<file path="config.mk">
export PLATFORM = sky130hd
export DESIGN_NAME = paging_record_scheduler_flat
export DESIGN_NICKNAME = d
export VERILOG_FILES = /design/src/design/prs_pkg.sv /design/src/design/prs_if.sv /design/src/design/prs_queue.sv /design/src/design/paging_record_scheduler.sv /design/src/flat_wrapper.sv
export SDC_FILE = /design/constraint.sdc
export NUM_CORES = 2
export LEC_CHECK = 0
export ABC_AREA = 1
export BUFFER_PORTS_ARGS = -buffer_cell sky130_fd_sc_hd__buf_2
export CELL_PAD_IN_SITES_DETAIL_PLACEMENT = 0
export CELL_PAD_IN_SITES_GLOBAL_PLACEMENT = 1
export CORE_UTILIZATION = 46
export DETAILED_ROUTE_END_ITERATION = 10
export GPL_TIMING_DRIVEN = 1
export PLACE_DENSITY = 0.74
export REMOVE_ABC_BUFFERS = 1
export SYNTH_ARGS = -nofsm -noshare
export SYNTH_HDL_FRONTEND = slang
export SYNTH_HIERARCHICAL = 1
export SYNTH_SLANG_ARGS = --single-unit
</file>
<file path="constraint.sdc">
create_clock -name clock -period 9.03 [get_ports clock]
set_input_delay 0.4515 -clock clock [delete_from_list [all_inputs] [get_ports clock]]
set_output_delay 0.4515 -clock clock [all_outputs]
set_load 0.02 [all_outputs]
</file>
<file path="src/design/prs_pkg.sv">
// Package of the paging record scheduler: record type, sequencer states,
// operation, result and register codes shared by all design files.
// No dependencies.
`default_nettype none

package prs_pkg;

   localparam int TMSI_W      = 48;
   localparam int SFN_W       = 10;
   localparam int GROUP_W     = 2;
   localparam int GROUP_SLOTS = 4;
   localparam int OP_W        = 2;
   localparam int CSR_INDEX_W = 2;
   localparam int CSR_DATA_W  = 8;

   // input operations
   localparam logic [OP_W-1:0] OP_ENQUEUE = 2'd0;
   localparam logic [OP_W-1:0] OP_TICK    = 2'd1;
   localparam logic [OP_W-1:0] OP_ATTACH  = 2'd2;

   // result kinds
   localparam logic KIND_SENT = 1'b0;
   localparam logic KIND_DROP = 1'b1;

   // configuration register indexes
   localparam logic [CSR_INDEX_W-1:0] REG_DRX_SELECT   = 2'd0;
   localparam logic [CSR_INDEX_W-1:0] REG_FRAME_OFFSET = 2'd1;

   localparam logic [1:0] DRX_SELECT_RESET   = 2'd2;
   localparam logic [7:0] FRAME_OFFSET_RESET = 8'd0;

   typedef struct packed {
      logic [TMSI_W-1:0]  tmsi;
      logic               domain;
      logic [GROUP_W-1:0] group;
   } prs_rec_type;

   typedef enum logic [2:0] {
      ST_IDLE,
      ST_MATCH,
      ST_READ,
      ST_EVAL,
      ST_DRAIN
   } prs_state_type;

endpackage

`default_nettype wire

</file>
<file path="src/design/prs_if.sv">
// Handshake channels of the paging record scheduler: request and response.
// Depends on prs_pkg.
`default_nettype none

interface prs_req_if;
   logic                        valid;
   logic                        ready;
   logic [prs_pkg::OP_W-1:0]    op;
   logic [prs_pkg::TMSI_W-1:0]  tmsi;
   logic                        core_domain;

   modport source (output valid, op, tmsi, core_domain, input ready);
   modport sink   (input valid, op, tmsi, core_domain, output ready);
endinterface

interface prs_rsp_if;
   logic                        valid;
   logic                        ready;
   logic                        kind;
   logic [prs_pkg::TMSI_W-1:0]  rec_tmsi;
   logic                        rec_domain;
   logic [prs_pkg::GROUP_W-1:0] page_group;
   logic [prs_pkg::SFN_W-1:0]   frame_number;
   logic                        last;

   modport source (output valid, kind, rec_tmsi, rec_domain, page_group, frame_number, last,
                   input ready);
   modport sink   (input valid, kind, rec_tmsi, rec_domain, page_group, frame_number, last,
                   output ready);
endinterface

`default_nettype wire

</file>
<file path="src/design/prs_queue.sv">
// Record store of the paging scheduler: one write port, one read port with
// registered read data. Depends on prs_pkg.
`default_nettype none

module prs_queue #(
   parameter int DEPTH = 64
) (
   input  wire logic                        clock,
   input  wire logic                        wr_en,
   input  wire logic [$clog2(DEPTH)-1:0]    wr_addr,
   input  wire prs_pkg::prs_rec_type        wr_data,
   input  wire logic                        rd_en,
   input  wire logic [$clog2(DEPTH)-1:0]    rd_addr,
   output      prs_pkg::prs_rec_type        rd_data
);
   import prs_pkg::*;

   prs_rec_type mem [DEPTH];
   prs_rec_type rd_data_ff;

   // write one record
   always_ff @(posedge clock) begin
      if (wr_en) begin
         mem[wr_addr] <= wr_data;
      end
   end

   // read one record, data valid the next cycle and held until the next read
   always_ff @(posedge clock) begin
      if (rd_en) begin
         rd_data_ff <= mem[rd_addr];
      end
   end

   assign rd_data = rd_data_ff;

endmodule

`default_nettype wire

</file>
<file path="src/design/paging_record_scheduler.sv">
// Paging record scheduler: request channel req_port (op, tmsi, core_domain),
// response channel rsp_port, and a plain write port csr_* for the DRX cycle
// select (index 0) and the paging frame offset (index 1).
// Enqueue words store a record at the tail of the queue; a full queue turns
// the enqueue into one drop word (kind 1, last 1). Attach words mark the
// group of the identity as listening. A tick word advances the frame number,
// checks the group match in the match state and, when a listening group
// matches and the queue is not empty, walks the stored queue one record at
// a time through the single read port of the record store: each record is
// read, then sorted into send or keep. The final held word is flushed at
// the end of the walk. Kept records are written back in order through the
// write port as the walk goes, so the queue is compacted toward the head.
// Each sent record is held one step so that the last flag can be set on the
// final word; the output register lets the next request be taken while a
// word still waits. A stalled receiver holds the walk at the next record to
// be sent. Reset (synchronous) empties the queue, clears the frame number and
// the listening groups, and loads the register defaults; the store itself
// needs no clearing since only entries below the fill count are read.
// Depends on prs_pkg, prs_if and prs_queue.
`default_nettype none

module paging_record_scheduler #(
   parameter int NUM_GROUPS   = 4,
   parameter int MAX_PER_PAGE = 32,
   parameter int QUEUE_DEPTH  = 64
) (
   input  wire logic                               clock,
   input  wire logic                               reset,
   prs_req_if.sink                                 req_port,
   prs_rsp_if.source                               rsp_port,
   input  wire logic                               csr_write_enable,
   input  wire logic [prs_pkg::CSR_INDEX_W-1:0]    csr_index,
   input  wire logic [prs_pkg::CSR_DATA_W-1:0]     csr_write_data
);
   import prs_pkg::*;

   localparam int ADDR_W = $clog2(QUEUE_DEPTH);
   localparam int CNT_W  = $clog2(QUEUE_DEPTH + 1);
   localparam int N_W    = $clog2(MAX_PER_PAGE + 1);
   localparam logic [CNT_W-1:0] DEPTH_C = CNT_W'(QUEUE_DEPTH);
   localparam logic [N_W-1:0]   MAX_C   = N_W'(MAX_PER_PAGE);
   localparam logic [3:0]       NG_C    = 4'(NUM_GROUPS);
   localparam logic [1:0]       GMASK_C = 2'(NUM_GROUPS - 1);
   localparam bit               NG_POW2 = (NUM_GROUPS & (NUM_GROUPS - 1)) == 0;
   // slot spacing of the groups for each DRX cycle
   localparam logic [8:0] SLOT_0 = 9'(32 / NUM_GROUPS);
   localparam logic [8:0] SLOT_1 = 9'(64 / NUM_GROUPS);
   localparam logic [8:0] SLOT_2 = 9'(128 / NUM_GROUPS);
   localparam logic [8:0] SLOT_3 = 9'(256 / NUM_GROUPS);

   // group of an identity: low ten bits modulo the group count
   function automatic logic [GROUP_W-1:0] group_of(input logic [9:0] low);
      logic [3:0] s;
      if (NG_POW2) begin
         return low[1:0] & GMASK_C;
      end
      // three groups: 4 is 1 mod 3, so sum the base-4 digits and reduce
      s = 4'(low[1:0]) + 4'(low[3:2]) + 4'(low[5:4]) + 4'(low[7:6]) + 4'(low[9:8]);
      for (int i = 0; i < 5; i++) begin
         if (s >= NG_C) begin
            s = s - NG_C;
         end
      end
      return s[GROUP_W-1:0];
   endfunction

   prs_state_type state_ff, state_in;

   logic [1:0]             drx_sel_ff, drx_sel_in;
   logic [7:0]             offset_ff, offset_in;
   logic [SFN_W-1:0]       sfn_ff, sfn_in;
   logic [GROUP_SLOTS-1:0] listen_ff, listen_in;
   logic [CNT_W-1:0]       count_ff, count_in;
   logic [ADDR_W-1:0]      rd_ff, rd_in;
   logic [CNT_W-1:0]       wr_ff, wr_in;
   logic [N_W-1:0]         n_ff, n_in;
   logic [GROUP_W-1:0]     grp_ff, grp_in;

   prs_rec_type            hold_rec_ff, hold_rec_in;
   logic                   hold_kind_ff, hold_kind_in;
   logic                   hold_valid_ff, hold_valid_in;

   logic                   rsp_valid_ff, rsp_valid_in;
   logic                   rsp_kind_ff, rsp_kind_in;
   prs_rec_type            rsp_rec_ff, rsp_rec_in;
   logic [SFN_W-1:0]       rsp_frame_ff, rsp_frame_in;
   logic                   rsp_last_ff, rsp_last_in;

   logic                   mem_wr_en, mem_rd_en;
   logic [ADDR_W-1:0]      mem_wr_addr;
   prs_rec_type            mem_wr_data, mem_rd_data;

   logic                   req_fire, out_free;
   prs_rec_type            req_rec;
   logic [10:0]            phase_sum;
   logic [8:0]             phase, slot;
   logic                   match_found;
   logic [GROUP_W-1:0]     match_g;
   logic                   is_hit, eval_stall, scan_end;

   prs_queue #(
      .DEPTH (QUEUE_DEPTH)
   ) u_queue (
      .clock   (clock),
      .wr_en   (mem_wr_en),
      .wr_addr (mem_wr_addr),
      .wr_data (mem_wr_data),
      .rd_en   (mem_rd_en),
      .rd_addr (rd_ff),
      .rd_data (mem_rd_data)
   );

   assign req_fire = req_port.valid && req_port.ready;
   assign out_free = !rsp_valid_ff || rsp_port.ready;

   assign req_rec.tmsi   = req_port.tmsi;
   assign req_rec.domain = req_port.core_domain;
   assign req_rec.group  = group_of(req_port.tmsi[9:0]);

   // phase of the current frame within the DRX cycle
   assign phase_sum = {1'b0, sfn_ff} + 11'(offset_ff);
   assign phase     = phase_sum[8:0] & ((9'd32 << drx_sel_ff) - 9'd1);

   always_comb begin
      case (drx_sel_ff)
         2'd0:    slot = SLOT_0;
         2'd1:    slot = SLOT_1;
         2'd2:    slot = SLOT_2;
         default: slot = SLOT_3;
      endcase
   end

   // lowest listening group whose slot matches the phase
   always_comb begin
      match_found = 1'b0;
      match_g     = '0;
      for (int g = NUM_GROUPS - 1; g >= 0; g--) begin
         if (listen_ff[g] && phase == 9'(slot * g)) begin
            match_found = 1'b1;
            match_g     = GROUP_W'(g);
         end
      end
   end

   // walk status
   assign is_hit     = (mem_rd_data.group == grp_ff) && (n_ff < MAX_C);
   assign eval_stall = is_hit && hold_valid_ff && !out_free;
   assign scan_end   = (CNT_W'(rd_ff) + CNT_W'(1)) == count_ff;

   // next state
   always_comb begin
      state_in = state_ff;
      case (state_ff)
         ST_IDLE: begin
            if (req_fire) begin
               if (req_port.op == OP_TICK) begin
                  state_in = ST_MATCH;
               end else if (req_port.op == OP_ENQUEUE && count_ff >= DEPTH_C) begin
                  state_in = ST_DRAIN;
               end
            end
         end
         ST_MATCH: begin
            if (match_found && count_ff != '0) begin
               state_in = ST_READ;
            end else begin
               state_in = ST_IDLE;
            end
         end
         ST_READ: begin
            state_in = ST_EVAL;
         end
         ST_EVAL: begin
            if (!eval_stall) begin
               if (!scan_end) begin
                  state_in = ST_READ;
               end else if (hold_valid_ff || is_hit) begin
                  state_in = ST_DRAIN;
               end else begin
                  state_in = ST_IDLE;
               end
            end
         end
         ST_DRAIN: begin
            if (out_free) begin
               state_in = ST_IDLE;
            end
         end
         default: begin
            state_in = ST_IDLE;
         end
      endcase
   end

   // datapath and outputs of each state
   always_comb begin
      drx_sel_in    = drx_sel_ff;
      offset_in     = offset_ff;
      sfn_in        = sfn_ff;
      listen_in     = listen_ff;
      count_in      = count_ff;
      rd_in         = rd_ff;
      wr_in         = wr_ff;
      n_in          = n_ff;
      grp_in        = grp_ff;
      hold_rec_in   = hold_rec_ff;
      hold_kind_in  = hold_kind_ff;
      hold_valid_in = hold_valid_ff;
      rsp_valid_in  = rsp_valid_ff && !rsp_port.ready;
      rsp_kind_in   = rsp_kind_ff;
      rsp_rec_in    = rsp_rec_ff;
      rsp_frame_in  = rsp_frame_ff;
      rsp_last_in   = rsp_last_ff;
      mem_wr_en     = 1'b0;
      mem_wr_addr   = count_ff[ADDR_W-1:0];
      mem_wr_data   = req_rec;
      mem_rd_en     = 1'b0;

      // configuration writes
      if (csr_write_enable) begin
         case (csr_index)
            REG_DRX_SELECT:   drx_sel_in = csr_write_data[1:0];
            REG_FRAME_OFFSET: offset_in  = csr_write_data;
            default:          ;
         endcase
      end

      case (state_ff)
         ST_IDLE: begin
            if (req_fire) begin
               case (req_port.op)
                  OP_ENQUEUE: begin
                     if (count_ff < DEPTH_C) begin
                        mem_wr_en = 1'b1;
                        count_in  = count_ff + CNT_W'(1);
                     end else begin
                        hold_rec_in   = req_rec;
                        hold_kind_in  = KIND_DROP;
                        hold_valid_in = 1'b1;
                     end
                  end
                  OP_TICK: begin
                     sfn_in = sfn_ff + SFN_W'(1);
                  end
                  OP_ATTACH: begin
                     listen_in = listen_ff | (GROUP_SLOTS'(1) << req_rec.group);
                  end
                  default: ;
               endcase
            end
         end
         ST_MATCH: begin
            grp_in = match_g;
            rd_in  = '0;
            wr_in  = '0;
            n_in   = '0;
         end
         ST_READ: begin
            mem_rd_en = 1'b1;
         end
         ST_EVAL: begin
            if (!eval_stall) begin
               if (is_hit) begin
                  // flush the held word, hold the new one
                  if (hold_valid_ff) begin
                     rsp_valid_in = 1'b1;
                     rsp_kind_in  = hold_kind_ff;
                     rsp_rec_in   = hold_rec_ff;
                     rsp_frame_in = sfn_ff;
                     rsp_last_in  = 1'b0;
                  end
                  hold_rec_in   = mem_rd_data;
                  hold_kind_in  = KIND_SENT;
                  hold_valid_in = 1'b1;
                  n_in          = n_ff + N_W'(1);
               end else begin
                  // keep: compact toward the head
                  mem_wr_en   = 1'b1;
                  mem_wr_addr = wr_ff[ADDR_W-1:0];
                  mem_wr_data = mem_rd_data;
                  wr_in       = wr_ff + CNT_W'(1);
               end
               rd_in = rd_ff + ADDR_W'(1);
               if (scan_end) begin
                  count_in = is_hit ? wr_ff : wr_ff + CNT_W'(1);
               end
            end
         end
         ST_DRAIN: begin
            if (out_free) begin
               rsp_valid_in  = 1'b1;
               rsp_kind_in   = hold_kind_ff;
               rsp_rec_in    = hold_rec_ff;
               rsp_frame_in  = sfn_ff;
               rsp_last_in   = 1'b1;
               hold_valid_in = 1'b0;
            end
         end
         default: ;
      endcase
   end

   // control registers
   always_ff @(posedge clock) begin
      if (reset) begin
         state_ff      <= ST_IDLE;
         drx_sel_ff    <= DRX_SELECT_RESET;
         offset_ff     <= FRAME_OFFSET_RESET;
         sfn_ff        <= '0;
         listen_ff     <= '0;
         count_ff      <= '0;
         hold_valid_ff <= 1'b0;
         rsp_valid_ff  <= 1'b0;
      end else begin
         state_ff      <= state_in;
         drx_sel_ff    <= drx_sel_in;
         offset_ff     <= offset_in;
         sfn_ff        <= sfn_in;
         listen_ff     <= listen_in;
         count_ff      <= count_in;
         hold_valid_ff <= hold_valid_in;
         rsp_valid_ff  <= rsp_valid_in;
      end
   end

   // payload and walk registers
   always_ff @(posedge clock) begin
      rd_ff        <= rd_in;
      wr_ff        <= wr_in;
      n_ff         <= n_in;
      grp_ff       <= grp_in;
      hold_rec_ff  <= hold_rec_in;
      hold_kind_ff <= hold_kind_in;
      rsp_kind_ff  <= rsp_kind_in;
      rsp_rec_ff   <= rsp_rec_in;
      rsp_frame_ff <= rsp_frame_in;
      rsp_last_ff  <= rsp_last_in;
   end

   assign req_port.ready        = (state_ff == ST_IDLE);
   assign rsp_port.valid        = rsp_valid_ff;
   assign rsp_port.kind         = rsp_kind_ff;
   assign rsp_port.rec_tmsi     = rsp_rec_ff.tmsi;
   assign rsp_port.rec_domain   = rsp_rec_ff.domain;
   assign rsp_port.page_group   = rsp_rec_ff.group;
   assign rsp_port.frame_number = rsp_frame_ff;
   assign rsp_port.last         = rsp_last_ff;

   // no word is held back once the block is idle
   a_idle_no_hold: assert property (@(posedge clock) disable iff (reset)
      state_ff == ST_IDLE |-> !hold_valid_ff)
      else $error("held word left behind in idle");

   // compaction never overtakes the read pointer
   a_wr_behind_rd: assert property (@(posedge clock) disable iff (reset)
      state_ff == ST_EVAL |-> wr_ff <= CNT_W'(rd_ff))
      else $error("write pointer ahead of read pointer");

   // fill count stays within the store
   a_count_bound: assert property (@(posedge clock) disable iff (reset)
      count_ff <= DEPTH_C)
      else $error("record count beyond queue depth");

   // a stalled walk keeps the pending hit and the output word
   a_stall_holds: assert property (@(posedge clock) disable iff (reset)
      state_ff == ST_EVAL && eval_stall |=> state_ff == ST_EVAL && rsp_valid_ff)
      else $error("walk moved on while the output was stalled");

   // a sent word is only ever loaded from a held word
   a_push_from_hold: assert property (@(posedge clock) disable iff (reset)
      !rsp_valid_ff && rsp_valid_in |-> hold_valid_ff)
      else $error("output loaded without a held word");

endmodule

`default_nettype wire

</file>
<file path="src/flat_wrapper.sv">
// flat-port wrapper written by rule: the top's interface ports become plain ports
module paging_record_scheduler_flat import prs_pkg::*;
#(
   parameter int NUM_GROUPS   = 4,
   parameter int MAX_PER_PAGE = 32,
   parameter int QUEUE_DEPTH  = 64
)
  (clock, reset, csr_write_enable, csr_index, csr_write_data, req_port_valid, req_port_op, req_port_tmsi, req_port_core_domain, req_port_ready, rsp_port_valid, rsp_port_kind, rsp_port_rec_tmsi, rsp_port_rec_domain, rsp_port_page_group, rsp_port_frame_number, rsp_port_last, rsp_port_ready);
  prs_req_if req_port_i ();
  prs_rsp_if rsp_port_i ();
  input  wire logic clock;
  input  wire logic reset;
  input  wire logic csr_write_enable;
  input  wire logic [prs_pkg::CSR_INDEX_W-1:0] csr_index;
  input  wire logic [prs_pkg::CSR_DATA_W-1:0] csr_write_data;
  input wire logic [$bits(req_port_i.valid)-1:0] req_port_valid;
  input wire logic [$bits(req_port_i.op)-1:0] req_port_op;
  input wire logic [$bits(req_port_i.tmsi)-1:0] req_port_tmsi;
  input wire logic [$bits(req_port_i.core_domain)-1:0] req_port_core_domain;
  output wire logic [$bits(req_port_i.ready)-1:0] req_port_ready;
  output wire logic [$bits(rsp_port_i.valid)-1:0] rsp_port_valid;
  output wire logic [$bits(rsp_port_i.kind)-1:0] rsp_port_kind;
  output wire logic [$bits(rsp_port_i.rec_tmsi)-1:0] rsp_port_rec_tmsi;
  output wire logic [$bits(rsp_port_i.rec_domain)-1:0] rsp_port_rec_domain;
  output wire logic [$bits(rsp_port_i.page_group)-1:0] rsp_port_page_group;
  output wire logic [$bits(rsp_port_i.frame_number)-1:0] rsp_port_frame_number;
  output wire logic [$bits(rsp_port_i.last)-1:0] rsp_port_last;
  input wire logic [$bits(rsp_port_i.ready)-1:0] rsp_port_ready;
  assign req_port_i.valid = req_port_valid;
  assign req_port_i.op = req_port_op;
  assign req_port_i.tmsi = req_port_tmsi;
  assign req_port_i.core_domain = req_port_core_domain;
  assign req_port_ready = req_port_i.ready;
  assign rsp_port_valid = rsp_port_i.valid;
  assign rsp_port_kind = rsp_port_i.kind;
  assign rsp_port_rec_tmsi = rsp_port_i.rec_tmsi;
  assign rsp_port_rec_domain = rsp_port_i.rec_domain;
  assign rsp_port_page_group = rsp_port_i.page_group;
  assign rsp_port_frame_number = rsp_port_i.frame_number;
  assign rsp_port_last = rsp_port_i.last;
  assign rsp_port_i.ready = rsp_port_ready;
  paging_record_scheduler #(.NUM_GROUPS(NUM_GROUPS), .MAX_PER_PAGE(MAX_PER_PAGE), .QUEUE_DEPTH(QUEUE_DEPTH)) u_core (.clock(clock), .reset(reset), .req_port(req_port_i), .rsp_port(rsp_port_i), .csr_write_enable(csr_write_enable), .csr_index(csr_index), .csr_write_data(csr_write_data));
endmodule
</file>
==> results by group <==
Routing
  – Antenna-violating nets left: 0
  – Vias per std cell: 5.80
  – DRT iter0 DRCs: 12065
  – Post-Route WL: 428000 um
  – # DRC: 0
  – Via count: 93518
  – DR WL/cell: 26.5 um
  – Drt pass-1 iters: 6

STA
  – Clock Skew: 75.4 ps
  – Slew HR: 3.77%
  – RSZ-0062 raised after global routing: no
  – Max frequency: 0.166 GHz
  – Slew Limit Fails: 0
  – Minimum clock period: 6020 ps
  – Worst Tran Pin Value: 1440 ps
  – Final setup vio count: 0
  – Tcrit/Tclk final: 66.7%
  – Final WS setup: 3010 ps
  – Count of final hold-check violations: 0
  – Total negative slack: 0 ps

Cells and area
  – Share of post-route cells with drive strength above 1: 8.64%
  – Final Instance Area: 0.158 sq mm
  – Fin cells: 16122
  – Nets: 11826
  – Most frequent cells in the layout: nand2_1, edfxtp_1, nand3_1, clkbuf_16, buf_4
  – Most common cell after layout, fill and taps aside: nand2_1
  – Synth-to-Final Area Change: 12.2%

Setup path
  – Reg-to-reg slack, setup: 3010 ps
  – Critical path class: flip-flop to flip-flop
  – Reg2reg start: u_core/state_ff[0]
  – Worst Path Arrival: 6580 ps
  – Startpoint Class: flip-flop
  – R2R Path End: u_core/u_queue/mem[29][26]
  – FF-to-FF path depth: 9
  – Critical path fanouts, max: 53
  – WP data required: 9580 ps
  – Crit. End Element: flip-flop

Min path
  – Hold EP: u_core/offset_ff[0]
  – Hold Crit Depth: 5
  – Worst Min Path Start: csr_index[0]
  – Min-Delay Path Class: primary input to flip-flop

Clocking
  – Root buffer cell: clkbuf_16
  – CTS buffer count: 362
  – Clock Latency Late Sink: 950 ps
  – Max clock buf depth: 4
  – Clock slew seen by the registers of the worst setup and hold paths: 60 ps
  – H-tree levels: 5
  – Post_cts resized: 0
  – CTS tree: done
  – Sink Count: 3487

GRT
  – Gr usage total: 27.1%
  – Gr ovfl total: 0
  – Antenna violations before repair: 18
  – Largest net degree at the start of global routing: 176
  – Vias in the first global route: 87895
  – Global-route wire length before repair: 613000 um

Logic synthesis
  – Synth unique cells: 46
  – Ys Warns: 6
  – Ys async rst share: 0%
  – Area share of xor/xnor cells in the synthesized design: 0.0931%
  – Adder-Cell Fraction of Synth Area: 0.218%
  – Synthesized cell area: 0.141 sq mm
  – Post-synth EDFFs: 3451
  – Largest family of logic cells by synthesized area: simple AND/OR/NAND/NOR gates
  – Mean Syn Cell Area: 12.1 sq um
  – Post-Synth Simple-Gate Area: 21.6%
  – Cell count after synthesis: 11697
  – Yosys reg bits: 3487
  – Mux cell area share after synthesis: 0%
  – Most used DFF post-synth: edfxtp_1
  – Synth Area in Compound Gates: 0.748%
  – Sequential share of the synthesized area: 73.9%

Power
  – Switching pwr: 9.02 mW
  – Static Leak: 56.0 nW
  – Pwr dens: 229 mW/mm^2
  – Pwr Total: 36.3 mW
  – Combinational Power Share: 9.4%
  – Clock power frac: 41.2%
  – Switching Fraction: 24.9%
  – Worst ir drop on vdd: 164 uV
  – Internal power: 27.3 mW
  – Sequential power share: 49.4%

Placed design
  – PortBufs: 130
  – Setup Slack @ Placement: 3210 ps
  – Placer Congestion: 0.858
  – DP Cell Count: 15383
  – Detailed Place HPWL: 229000 um
  – Post-DP Area: 0.146 sq mm

Run status
  – Run status: finished, final reports clean

Flow run
  – Maxcap violations: 0

Floorplanning
  – CORE AREA: 0.304 sq mm
  – Die X: 556 um
  – Die Height: 556 um
  – Top-Level Pins: 131
  – Starting Density: 46.4%
  – Rows: 202
  – DIE AREA: 0.309 sq mm
routing by layer:
| layer | global-route usage (%) | vias to the layer above | share of wire (%) | routed length [um] |
|---|---|---|---|---|
| li1 | - | 41571 | - | - |
| met1 | 38.7 | 46562 | 41 | 176000 |
| met2 | 42.2 | 4671 | 45 | 195000 |
| met3 | 4.54 | 712 | 9.7 | 41300 |
| met4 | 9.67 | 2 | 3.7 | 15700 |
| met5 | 0 | - | 0.0030 | 13 |
synth_stat cells (2+ instances only):
library cell	n	area, sq um
a211oi_2	3	37.5
a21oi_1	45	225
a31oi_1	6	37.5
buf_1	72	270
buf_2	355	1780
buf_4	122	916
buf_6	56	631
clkbuf_1	138	518
clkinv_1	3	11.3
dfxtp_1	36	721
edfxtp_1	3451	104000
ha_1	23	288
inv_1	151	567
inv_2	11	41.3
nand2_1	3806	14300
nand2_2	3	18.8
nand3_1	3060	15300
nand3b_1	5	37.5
nand4_1	6	37.5
nor2_1	134	503
nor2_2	6	37.5
nor2_4	5	56.3
nor3_1	27	135
nor4_1	2	12.5
o211ai_1	2	15.0
o21ai_0	128	641
o21ai_1	6	30.0
o22ai_1	3	18.8
or2_2	2	12.5
xnor2_1	3	26.3
xor2_1	12	105
metrics by stage:
| stage | utilization, % | hold slack [ps] |
|---|---|---|
| floorplan | - | 400 |
| global placement | 48.0 | 401 |
| detailed placement | 48.0 | 405 |
| CTS | 52.1 | 12.8 |
| global route | 52.1 | 96.4 |
| finish | 52.1 | 63.7 |
worst max path at each step:
stage	cells past startpoint	slack [ps]	end	start
after floorplan	9	-81100	u_core/u_queue/rd_data[14]	u_core/rd_ff[0]
after global placement	13	3370	u_core/u_queue/mem[49][46]	u_core/state_ff[0]
after detailed placement	9	3210	u_core/u_queue/mem[29][10]	u_core/state_ff[0]
after CTS	9	3200	u_core/u_queue/mem[29][26]	u_core/state_ff[0]
after global routing	9	2840	u_core/u_queue/mem[29][26]	u_core/state_ff[0]
final	9	3010	u_core/u_queue/mem[29][26]	u_core/state_ff[0]
cell type report:
class	count	area, sq um
inverter	166	674
multi-input combinational	7298	33100
clock inverter	238	2460
tap	4080	5100
sequential	3487	104000
fill	25399	146000
clock buffer	421	9380
timing repair buffer	421	3320
antenna	11	27.5
cells by family after synthesis:
logic type / after synthesis
compound gates: 199
xor+xnor: 15
fa+ha+maj: 24
buf+inv: 912
flops: 3487
simple gates: 7060
sequential cells by signal, summed over array words and instances (netlist names), 7 cells and up:
signal	count
u_core/offset_ff	8
u_core/rsp_port.rec_tmsi	48
u_core/rsp_port.frame_number	10
u_core/count_ff	7
u_core/u_queue/mem	3264
u_core/sfn_ff	10
u_core/hold_rec_ff	51
u_core/u_queue/rd_data	51
u_core/wr_ff	7
power by group through the flow:
stage	registers [mW]	clock network, mW	logic, mW
2_1_floorplan	18.6	0	2.74
3_3_place_gp	18.3	0	3.31
3_5_place_dp	18.3	0	3.35
4_1_cts	17.9	15.1	3.38
5_1_grt	17.9	15.7	3.66
6_report	17.9	14.9	3.42
critical path, stage by stage (launching register included):
cell and delay, ps:
dfxtp_1 420, inv_1 60, nor2_1 170, inv_2 90, nor2_2 510, nand2_4 670
o21ai_0 800, nand3_1 800, nor2_4 1350, buf_4 640
timing repair:
item | CTS | global route
endpoints found under the hold margin | 75 | 0
hold buffers | 69 | 0
buffers inserted | 0 | 0
No activity file was read; power rests on OpenSTA's default activity.
